## src/sv/aeg_pkg.sv

```systemverilog
package aeg_pkg;

    // sizes of the fields and of the internal arithmetic
    localparam int SAMPLE_WIDTH     = 16;
    localparam int TIME_FRAC_BITS   = 16;
    localparam int SINE_TABLE_DEPTH = 256;

    localparam int COUNT_W  = 24;
    localparam int ENV_W    = 17;
    localparam int TQ_W     = TIME_FRAC_BITS + 1;
    localparam int NUM_W    = COUNT_W + TIME_FRAC_BITS;
    localparam int DEN_W    = COUNT_W;
    localparam int QUO_W    = TIME_FRAC_BITS + 1;
    localparam int SINE_AW  = $clog2(SINE_TABLE_DEPTH);
    localparam int SINE_DW  = 16;

    localparam int CFG_IDX_W  = 2;
    localparam int CFG_DATA_W = 24;

    localparam logic [ENV_W-1:0]   ENV_ONE      = ENV_W'(65536);
    localparam logic [COUNT_W-1:0] COUNT_MAX    = {COUNT_W{1'b1}};
    localparam logic [COUNT_W-1:0] DURATION_RST = COUNT_W'(48000);
    localparam longint unsigned    PI_HALF_Q30  = 64'd1686629713;

    // register indexes of the configuration port
    localparam logic [CFG_IDX_W-1:0] REG_SHAPE    = CFG_IDX_W'(0);
    localparam logic [CFG_IDX_W-1:0] REG_DURATION = CFG_IDX_W'(1);

    typedef enum logic [1:0] {
        SHAPE_SINE  = 2'd0,
        SHAPE_AD    = 2'd1,
        SHAPE_ASD   = 2'd2,
        SHAPE_UNITY = 2'd3
    } shape_t;

    typedef enum logic [2:0] {
        ST_IDLE,
        ST_DIV_T,
        ST_SHAPE,
        ST_DIV_D,
        ST_SINE,
        ST_MUL,
        ST_DONE
    } state_t;

    typedef struct packed {
        logic signed [SAMPLE_WIDTH-1:0] sample_in;
        logic                           restart;
        logic                           block_last;
    } in_item_t;

    typedef struct packed {
        logic signed [SAMPLE_WIDTH-1:0] sample_out;
        logic [ENV_W-1:0]               envelope_value;
        logic                           last_in_block;
    } out_item_t;

    // divider handshake towards the sequencer
    typedef struct packed {
        logic busy;
        logic done;
    } div_status_t;

    // quarter sine entry k, Q30 Taylor series up to x^13, rounded to 16 bits
    function automatic logic [SINE_DW-1:0] quarter_sine(input int k);
        logic [63:0]        x;
        logic [63:0]        x2;
        logic [63:0]        term;
        logic signed [63:0] sum;
        logic [63:0]        v;
        x    = (PI_HALF_Q30 * 64'(k)) / SINE_TABLE_DEPTH;
        x2   = (x * x) >> 30;
        sum  = $signed(x);
        term = ((x * x2) >> 30) / 6;
        sum  = sum - $signed(term);
        term = ((term * x2) >> 30) / 20;
        sum  = sum + $signed(term);
        term = ((term * x2) >> 30) / 42;
        sum  = sum - $signed(term);
        term = ((term * x2) >> 30) / 72;
        sum  = sum + $signed(term);
        term = ((term * x2) >> 30) / 110;
        sum  = sum - $signed(term);
        term = ((term * x2) >> 30) / 156;
        sum  = sum + $signed(term);
        if (sum < 0) begin
            sum = 64'sd0;
        end
        v = ((64'(sum) * 64'd65536) + 64'd536870912) >> 30;
        if (v > 64'd65535) begin
            v = 64'd65535;
        end
        return v[SINE_DW-1:0];
    endfunction

endpackage

```

## src/sv/aeg_divider.sv

```systemverilog
module aeg_divider (
    input  logic                       aclk,
    input  logic                       aresetn,
    input  logic                       start,
    input  logic [aeg_pkg::NUM_W-1:0]  numer,
    input  logic [aeg_pkg::DEN_W-1:0]  denom,
    output logic [aeg_pkg::QUO_W-1:0]  quotient,
    output aeg_pkg::div_status_t       status
);
    import aeg_pkg::*;

    localparam int CNT_W = $clog2(QUO_W + 1);

    logic [DEN_W-1:0] rem_reg,  rem_next;
    logic [QUO_W-1:0] low_reg,  low_next;
    logic [QUO_W-1:0] quo_reg,  quo_next;
    logic [DEN_W-1:0] den_reg,  den_next;
    logic [CNT_W-1:0] cnt_reg,  cnt_next;
    logic             busy_reg, busy_next;
    logic             done_reg, done_next;

    logic [DEN_W:0]   trial;
    logic             fits;

    // one restoring step: shift in the next numerator bit, subtract if it fits
    assign trial = {rem_reg, low_reg[QUO_W-1]};
    assign fits  = (trial >= {1'b0, den_reg});

    always_comb begin
        rem_next  = rem_reg;
        low_next  = low_reg;
        quo_next  = quo_reg;
        den_next  = den_reg;
        cnt_next  = cnt_reg;
        busy_next = busy_reg;
        done_next = 1'b0;
        if (start) begin
            // the high part is below the divisor as the quotient fits QUO_W bits
            rem_next  = DEN_W'(numer[NUM_W-1:QUO_W]);
            low_next  = numer[QUO_W-1:0];
            quo_next  = '0;
            den_next  = denom;
            cnt_next  = CNT_W'(QUO_W);
            busy_next = 1'b1;
        end else if (busy_reg) begin
            rem_next = fits ? DEN_W'(trial - {1'b0, den_reg}) : trial[DEN_W-1:0];
            low_next = {low_reg[QUO_W-2:0], 1'b0};
            quo_next = {quo_reg[QUO_W-2:0], fits};
            cnt_next = cnt_reg - CNT_W'(1);
            if (cnt_reg == CNT_W'(1)) begin
                busy_next = 1'b0;
                done_next = 1'b1;
            end
        end
    end

    always_ff @(posedge aclk) begin
        if (!aresetn) begin
            busy_reg <= 1'b0;
            done_reg <= 1'b0;
            cnt_reg  <= '0;
        end else begin
            busy_reg <= busy_next;
            done_reg <= done_next;
            cnt_reg  <= cnt_next;
        end
    end

    // datapath, no reset needed
    always_ff @(posedge aclk) begin
        rem_reg <= rem_next;
        low_reg <= low_next;
        quo_reg <= quo_next;
        den_reg <= den_next;
    end

    assign quotient    = quo_reg;
    assign status.busy = busy_reg;
    assign status.done = done_reg;

endmodule

```

## src/sv/aeg_sine_rom.sv

```systemverilog
module aeg_sine_rom (
    input  logic                        aclk,
    input  logic [aeg_pkg::SINE_AW-1:0] rd_addr,
    output logic [aeg_pkg::SINE_DW-1:0] rd_data
);
    import aeg_pkg::*;

    logic [SINE_DW-1:0] sine_rom [SINE_TABLE_DEPTH];
    logic [SINE_DW-1:0] rd_data_reg;

    // constant quarter sine, folded at elaboration
    for (genvar k = 0; k < SINE_TABLE_DEPTH; k++) begin : g_entry
        assign sine_rom[k] = quarter_sine(k);
    end

    // registered read
    always_ff @(posedge aclk) begin
        rd_data_reg <= sine_rom[rd_addr];
    end

    assign rd_data = rd_data_reg;

endmodule

```

## src/sv/audio_envelope_gain.sv

```systemverilog
// audio envelope gain: sample times a time-dependent envelope
// steps: take the item, divide the elapsed count by the duration unless past it, pick the shape,
// read the half sine table or run a second division for the 1/x decay, multiply, hold the result
// the serial divider gives one quotient bit a cycle, 17 bits per division
// a new item is taken only once the previous one has left ST_DONE; a waiting result holds the next at its end
// synchronous active-low reset: shape unity, duration 48000, elapsed count zero
module audio_envelope_gain (
    input  logic                           aclk,
    input  logic                           aresetn,
    input  logic                           s_valid,
    output logic                           s_ready,
    input  aeg_pkg::in_item_t              s_payload,
    output logic                           m_valid,
    input  logic                           m_ready,
    output aeg_pkg::out_item_t             m_payload,
    input  logic                           cfg_we,
    input  logic [aeg_pkg::CFG_IDX_W-1:0]  cfg_index,
    input  logic [aeg_pkg::CFG_DATA_W-1:0] cfg_data
);
    import aeg_pkg::*;

    localparam int SW       = SAMPLE_WIDTH;
    localparam int F        = TIME_FRAC_BITS;
    localparam int P_W      = SINE_AW + 2;
    localparam int SH_R     = (F >= 16) ? F - 16 : 0;
    localparam int SH_L     = (F >= 16) ? 0 : 16 - F;
    localparam int PROD_W   = SW + ENV_W + 1;
    localparam logic [TQ_W-1:0] T_ONE = TQ_W'(1) << F;
    localparam logic signed [SW+1:0] S_MAX = (SW+2)'((1 << (SW - 1)) - 1);
    localparam logic signed [SW+1:0] S_MIN = -S_MAX - (SW+2)'(1);

    // scale a Q5.F value to Q1.16, truncating
    function automatic logic [ENV_W-1:0] to_q16(input logic [TQ_W+3:0] v);
        logic [TQ_W+3+SH_L:0] w;
        w = (TQ_W+4+SH_L)'(v >> SH_R) << SH_L;
        return w[ENV_W-1:0];
    endfunction

    state_t state_reg, state_next;

    shape_t              shape_reg;
    logic [COUNT_W-1:0]  dur_reg;
    logic [COUNT_W-1:0]  count_reg;

    logic signed [SW-1:0] sample_reg;
    logic                 last_reg;
    logic [TQ_W-1:0]      tq_reg;
    logic [ENV_W-1:0]     env_reg;
    logic signed [PROD_W-1:0] prod_reg;

    logic      m_valid_reg;
    out_item_t out_reg;

    logic               accept;
    logic               load_out;
    logic [COUNT_W-1:0] count_eff;
    logic               past_end;

    logic              div_start;
    logic              div_sel_decay;
    logic [NUM_W-1:0]  div_numer;
    logic [DEN_W-1:0]  div_denom;
    logic [QUO_W-1:0]  div_quo;
    div_status_t       div_stat;

    logic [TQ_W+3:0]   tq10;
    logic [TQ_W+3:0]   tq5;
    logic [TQ_W-1:0]   one_minus_tq;
    logic [TQ_W+3:0]   tq9;
    logic              in_attack;
    logic              in_sustain;

    logic [TQ_W+P_W-1:0] pos_wide;
    logic [P_W-1:0]      pos;
    logic [P_W-1:0]      mirror;
    logic                sine_peak;
    logic [SINE_AW-1:0]  sine_addr;
    logic [SINE_DW-1:0]  sine_data;

    logic signed [PROD_W-1:0] prod_round;
    logic signed [SW+1:0]     q_full;
    logic signed [SW-1:0]     q_sat;

    assign accept   = s_valid && s_ready;
    assign s_ready  = (state_reg == ST_IDLE);
    assign load_out = (state_reg == ST_DONE) && (!m_valid_reg || m_ready);

    // elapsed count seen by this item and the end-of-duration test
    assign count_eff = s_payload.restart ? '0 : count_reg;
    assign past_end  = (dur_reg == '0) || (count_eff >= dur_reg);

    // segment tests on normalised time
    assign tq10         = {tq_reg, 3'b000} + {2'b00, tq_reg, 1'b0};
    assign tq5          = {2'b00, tq_reg, 2'b00} + {4'b0000, tq_reg};
    assign one_minus_tq = T_ONE - tq_reg;
    assign tq9          = {tq_reg, 3'b000} + {4'b0000, tq_reg};
    assign in_attack    = (tq10 < (TQ_W+4)'(T_ONE));
    assign in_sustain   = (tq5 < ((TQ_W+4)'(T_ONE) << 2));

    // half sine position and mirrored table index
    assign pos_wide  = {tq_reg, {P_W{1'b0}}} >> (F + 1);
    assign pos       = pos_wide[P_W-1:0];
    assign mirror    = P_W'(2 * SINE_TABLE_DEPTH) - pos;
    assign sine_peak = (pos == P_W'(SINE_TABLE_DEPTH));
    assign sine_addr = (pos < P_W'(SINE_TABLE_DEPTH)) ? pos[SINE_AW-1:0]
                                                      : mirror[SINE_AW-1:0];

    // shared divider: time value first, then the 1/x decay
    assign div_numer = div_sel_decay ? NUM_W'({one_minus_tq, 16'b0})
                                     : {count_eff, {F{1'b0}}};
    assign div_denom = div_sel_decay ? DEN_W'(tq9) : dur_reg;

    aeg_divider u_div (
        .aclk     (aclk),
        .aresetn  (aresetn),
        .start    (div_start),
        .numer    (div_numer),
        .denom    (div_denom),
        .quotient (div_quo),
        .status   (div_stat)
    );

    aeg_sine_rom u_rom (
        .aclk    (aclk),
        .rd_addr (sine_addr),
        .rd_data (sine_data)
    );

    // sequencer state register
    always_ff @(posedge aclk) begin
        if (!aresetn) begin
            state_reg <= ST_IDLE;
        end else begin
            state_reg <= state_next;
        end
    end

    // sequencer next state and divider control
    always_comb begin
        state_next    = state_reg;
        div_start     = 1'b0;
        div_sel_decay = 1'b0;
        unique case (state_reg)
            ST_IDLE: begin
                if (accept) begin
                    if (past_end) begin
                        state_next = ST_SHAPE;
                    end else begin
                        div_start  = 1'b1;
                        state_next = ST_DIV_T;
                    end
                end
            end
            ST_DIV_T: begin
                if (div_stat.done) begin
                    state_next = ST_SHAPE;
                end
            end
            ST_SHAPE: begin
                div_sel_decay = 1'b1;
                unique case (shape_reg)
                    SHAPE_SINE: state_next = ST_SINE;
                    SHAPE_AD: begin
                        if (in_attack) begin
                            state_next = ST_MUL;
                        end else begin
                            div_start  = 1'b1;
                            state_next = ST_DIV_D;
                        end
                    end
                    SHAPE_ASD:   state_next = ST_MUL;
                    SHAPE_UNITY: state_next = ST_MUL;
                    default:     state_next = ST_MUL;
                endcase
            end
            ST_DIV_D: begin
                if (div_stat.done) begin
                    state_next = ST_MUL;
                end
            end
            ST_SINE: state_next = ST_MUL;
            ST_MUL:  state_next = ST_DONE;
            ST_DONE: begin
                if (load_out) begin
                    state_next = ST_IDLE;
                end
            end
            default: state_next = ST_IDLE;
        endcase
    end

    // configuration registers and elapsed count
    always_ff @(posedge aclk) begin
        if (!aresetn) begin
            shape_reg <= SHAPE_UNITY;
            dur_reg   <= DURATION_RST;
            count_reg <= '0;
        end else begin
            if (cfg_we && (cfg_index == REG_SHAPE)) begin
                shape_reg <= shape_t'(cfg_data[1:0]);
            end
            if (cfg_we && (cfg_index == REG_DURATION)) begin
                dur_reg <= cfg_data[COUNT_W-1:0];
            end
            if (accept) begin
                count_reg <= (count_eff == COUNT_MAX) ? COUNT_MAX
                                                      : count_eff + COUNT_W'(1);
            end
        end
    end

    // item datapath
    always_ff @(posedge aclk) begin
        if (accept) begin
            sample_reg <= s_payload.sample_in;
            last_reg   <= s_payload.block_last;
            tq_reg     <= T_ONE;
        end
        if ((state_reg == ST_DIV_T) && div_stat.done) begin
            tq_reg <= div_quo[TQ_W-1:0];
        end
        if (state_reg == ST_SHAPE) begin
            unique case (shape_reg)
                SHAPE_SINE:  env_reg <= ENV_ONE;
                SHAPE_AD:    env_reg <= to_q16(tq10);
                SHAPE_ASD: begin
                    if (in_attack) begin
                        env_reg <= to_q16(tq10);
                    end else if (in_sustain) begin
                        env_reg <= ENV_ONE;
                    end else begin
                        env_reg <= to_q16(tq5 - tq5 + (TQ_W+4)'(one_minus_tq) * (TQ_W+4)'(5));
                    end
                end
                SHAPE_UNITY: env_reg <= ENV_ONE;
                default:     env_reg <= ENV_ONE;
            endcase
        end
        if ((state_reg == ST_DIV_D) && div_stat.done) begin
            env_reg <= (div_quo > QUO_W'(ENV_ONE)) ? ENV_ONE : ENV_W'(div_quo);
        end
        if (state_reg == ST_SINE) begin
            env_reg <= sine_peak ? ENV_ONE : ENV_W'(sine_data);
        end
        if (state_reg == ST_MUL) begin
            prod_reg <= PROD_W'(sample_reg) * $signed({1'b0, env_reg});
        end
    end

    // round half up and saturate
    assign prod_round = prod_reg + PROD_W'(32768);
    assign q_full     = prod_round[PROD_W-1:16];
    always_comb begin
        priority if (q_full > S_MAX) begin
            q_sat = S_MAX[SW-1:0];
        end else if (q_full < S_MIN) begin
            q_sat = S_MIN[SW-1:0];
        end else begin
            q_sat = q_full[SW-1:0];
        end
    end

    // output register
    always_ff @(posedge aclk) begin
        if (!aresetn) begin
            m_valid_reg <= 1'b0;
        end else if (load_out) begin
            m_valid_reg <= 1'b1;
        end else if (m_ready) begin
            m_valid_reg <= 1'b0;
        end
    end

    always_ff @(posedge aclk) begin
        if (load_out) begin
            out_reg.sample_out     <= q_sat;
            out_reg.envelope_value <= env_reg;
            out_reg.last_in_block  <= last_reg;
        end
    end

    assign m_valid   = m_valid_reg;
    assign m_payload = out_reg;

endmodule

```

## config.mk

```make
export PLATFORM = sky130hd
export DESIGN_NAME = audio_envelope_gain
export DESIGN_NICKNAME = d
export VERILOG_FILES = /design/src/sv/aeg_pkg.sv /design/src/sv/aeg_divider.sv /design/src/sv/aeg_sine_rom.sv /design/src/sv/audio_envelope_gain.sv
export SDC_FILE = /design/constraint.sdc
export NUM_CORES = 2
export LEC_CHECK = 0
export ABC_AREA = 1
export BUFFER_PORTS_ARGS = -buffer_cell sky130_fd_sc_hd__buf_2
export CAP_MARGIN = 15
export CORE_MARGIN = 2
export CORE_UTILIZATION = 54
export DETAILED_ROUTE_END_ITERATION = 16
export GPL_TIMING_DRIVEN = 0
export MAX_ROUTING_LAYER = met4
export PLACE_DENSITY = 0.8
export SYNTH_ARGS = -nofsm -noshare
export SYNTH_HDL_FRONTEND = slang
export SYNTH_SLANG_ARGS = --single-unit
```

## constraint.sdc

```tcl
create_clock -name aclk -period 9.05 [get_ports aclk]
set_clock_uncertainty 0.1 [all_clocks]
set_input_delay 0.905 -clock aclk [delete_from_list [all_inputs] [get_ports aclk]]
set_output_delay 0.905 -clock aclk [all_outputs]
set_load 0.005 [all_outputs]
```

==> impl_metrics.json <==
{
  "crit_required_ps": 9310,
  "die_width_um": 238.2,
  "slew_violations": 0,
  "final_antenna_net_count": 0,
  "fin_setup_tns_ps": 0,
  "critPathCaptureType": "register",
  "min_path_cells": 0,
  "synth_edf_count": 152,
  "reg2reg_setup_slack_ps": 1940,
  "seq_area_frac_synth_pct": 21.82,
  "period_share_pct": 78.51,
  "criticalPathCategory": "reg -> reg",
  "slew_headroom_pct": 17.16,
  "rsz0062_at_grt": "false",
  "synth_ff_type": "edfxtp_1",
  "start_util_pct": 54.84,
  "hold_end": "m_payload[0]",
  "grt_max_degree": 34,
  "hpwlAfterDp_um": 87750,
  "hold_class": "reg -> reg",
  "cts_tree": "built",
  "cts_made_buffers": 29,
  "cts_max_level": 1,
  "routedWlPerCell_um": 22.84,
  "antenna_found_initial": 1,
  "r2r_cells": 27,
  "drive_above_1_share_pct": 6.847,
  "post-cts-setup-buffer-count": 0,
  "synth_warnings": 0,
  "hp-start": "last_reg",
  "cts_max_path_buffers": 3,
  "rr_endpoint": "env_reg[16]",
  "async_flop_share_pct": 0,
  "vias": 29170,
  "syn_area_sq_mm": 0.02963,
  "drc": 0,
  "chipHeight_um": 238.2,
  "whs_ps": 319.6,
  "synthTopCellsByArea": "fa_1, edfxtp_1, nand2_1",
  "crit_path_start_kind": "register",
  "setup_viol": 0,
  "largest_reg_flops": 34,
  "grt_pass1_wl_um": 167700,
  "fin_nets": 4722,
  "grt_util_all_layers_pct": 40.60,
  "grt_pass1_vias": 27880,
  "drt_iter0_drc": 3769,
  "wirelength_um": 112000,
  "yosysMostFrequentCell": "nand2_1",
  "cts_resized": 0,
  "crit_fanout": 16,
  "cts.clk_slew.worst_paths_ps": 70,
  "ioPinCount": 85,
  "io_buffers": 83,
  "worst_ep_arrival_time_ps": 7370,
  "synthCells": 4061,
  "synth_largest_area_cell": "fa_1",
  "synth_cell_type_count": 66,
  "std_cell_rows": 85,
  "clock_sinks": 247,
  "synth_nets": 4600,
  "postSynthAreaPerCell_sq_um": 7.296,
  "drv_cap": 0,
  "syn2layout_area_growth_pct": 7.931,
  "ys_ff_latch": 247,
  "die_area_sq_mm": 0.05676,
  "yosysTopAreaCellShare_pct": 16.01,
  "vias_per_cell": 5.949,
  "cts-root-buf": "clkbuf_16",
  "finalHoldViolCount": 0,
  "worst_pin_slew_ps": 1243,
  "timing.rr.start": "tq_reg[7]",
  "cts_hold_buf": 0,
  "synth_commonest_cells": "nand2_1, inv_1, nor2_1",
  "status": "completed",
  "first_pass_iters": 6,
  "grt-ovfl-total": 0,
  "fmax_mhz": 140.7,
  "gp_congestion": 1.143,
  "core_sq_mm": 0.05403,
  "insertion_delay_ps": 610,
  "period_minus_slack_ps": 7105
}
layer usage:
layer / share of wire (%) / vias to the layer above / track usage, %
met4: 6.3 / 0 / 20.93
li1: - / 13270 / -
met3: 12 / 409 / 8.688
met2: 42 / 1806 / 59.20
met1: 40 / 13680 / 53.25
met5: 0 / - / -
layout by cell type, fill, tap and decap left out, types with 10 or more instances in the layout:
master / Yosys / final
nand2_1: 971 / 971
dfxtp_1: 95 / 95
nand4_1: 33 / 33
o22ai_1: 15 / 15
nor4_1: 14 / 13
nor2_1: 262 / 262
a21oi_1: 228 / 228
o31ai_1: 11 / 11
ha_1: 253 / 253
clkbuf_16: 0 / 29
inv_2: 23 / 23
a21oi_2: 12 / 12
xnor2_1: 40 / 40
fa_1: 237 / 237
o211ai_1: 41 / 41
o21ai_1: 49 / 49
inv_1: 739 / 739
a31oi_1: 23 / 23
o221ai_1: 10 / 10
nand2_2: 15 / 15
buf_2: 32 / 115
o21ai_2: 13 / 13
nand3_1: 182 / 182
clkbuf_1: 108 / 114
nor3_1: 39 / 38
edfxtp_1: 152 / 152
or2_2: 20 / 20
o2111ai_1: 11 / 11
o21ai_0: 257 / 257
xor2_1: 74 / 74
stage by stage:
stage | area (sq um) | cells | util (%) | worst slack (ps)
after floorplan | 29630 | 4061 | - | 3163
after global placement | 30910 | 4840 | 57.22 | 1417
after detailed placement | 31000 | 4847 | 57.39 | 2134
after CTS | 31970 | 4901 | 59.17 | 2113
after global routing | 31980 | 4903 | 59.19 | 1688
final | 31980 | 4903 | 59.19 | 1945
kinds of logic after synthesis:
logic type	Yosys count	synth area share [%]
mux	1	0.03379
fa+ha+maj	490	26.70
xor+xnor	115	3.425
simple gates	1572	22.23
compound gates	719	13.86
flops	247	21.82
buf+inv	917	11.93
worst max path at each step:
stage                   start           end  slack [ps]  depth (start not counted)
6_report            tq_reg[7]   env_reg[16]        1940                         27
5_1_grt         sample_reg[9]  prod_reg[33]        1690                         23
4_1_cts         sample_reg[9]  prod_reg[33]        2110                         23
3_5_place_dp    sample_reg[9]  prod_reg[33]        2130                         23
3_3_place_gp          m_ready  m_payload[4]        1420                          3
2_1_floorplan  sample_reg[14]  prod_reg[29]        3160                         22
worst max-delay path, stage by stage (launching register included):
cell and delay (ps):
edfxtp_1 580, buf_2 340, inv_1 120, clkbuf_1 910, ha_1 620, inv_1 160, nor2_1 310, nand2_1 140
nor3_1 200, nand2_1 90, xor2_1 450, fa_1 510, fa_1 530, inv_1 50, ha_1 350, nand2_1 90
nor2_1 170, nand2_1 70, o21ai_0 390, inv_1 80, nand3_1 90, nand3_1 90, nand2_1 80, nand2_1 60
nand3_1 80, nand2_1 60, nand2_1 60, nand2_1 70
final cells by class:
class | count | area (sq um)
clock inverter | 16 | 193.9
fill | 5105 | 22050
clock buffer | 38 | 769.5
timing repair buffer | 91 | 499.2
inverter | 766 | 2879
antenna | 1 | 2.502
buffer | 151 | 658.1
multi-input combinational | 2897 | 19640
tap | 696 | 870.8
sequential | 247 | 6466
Power is left out: the tool's default activity adds up to more than one toggle a clock period on the data nets, which glitch-free logic cannot reach.
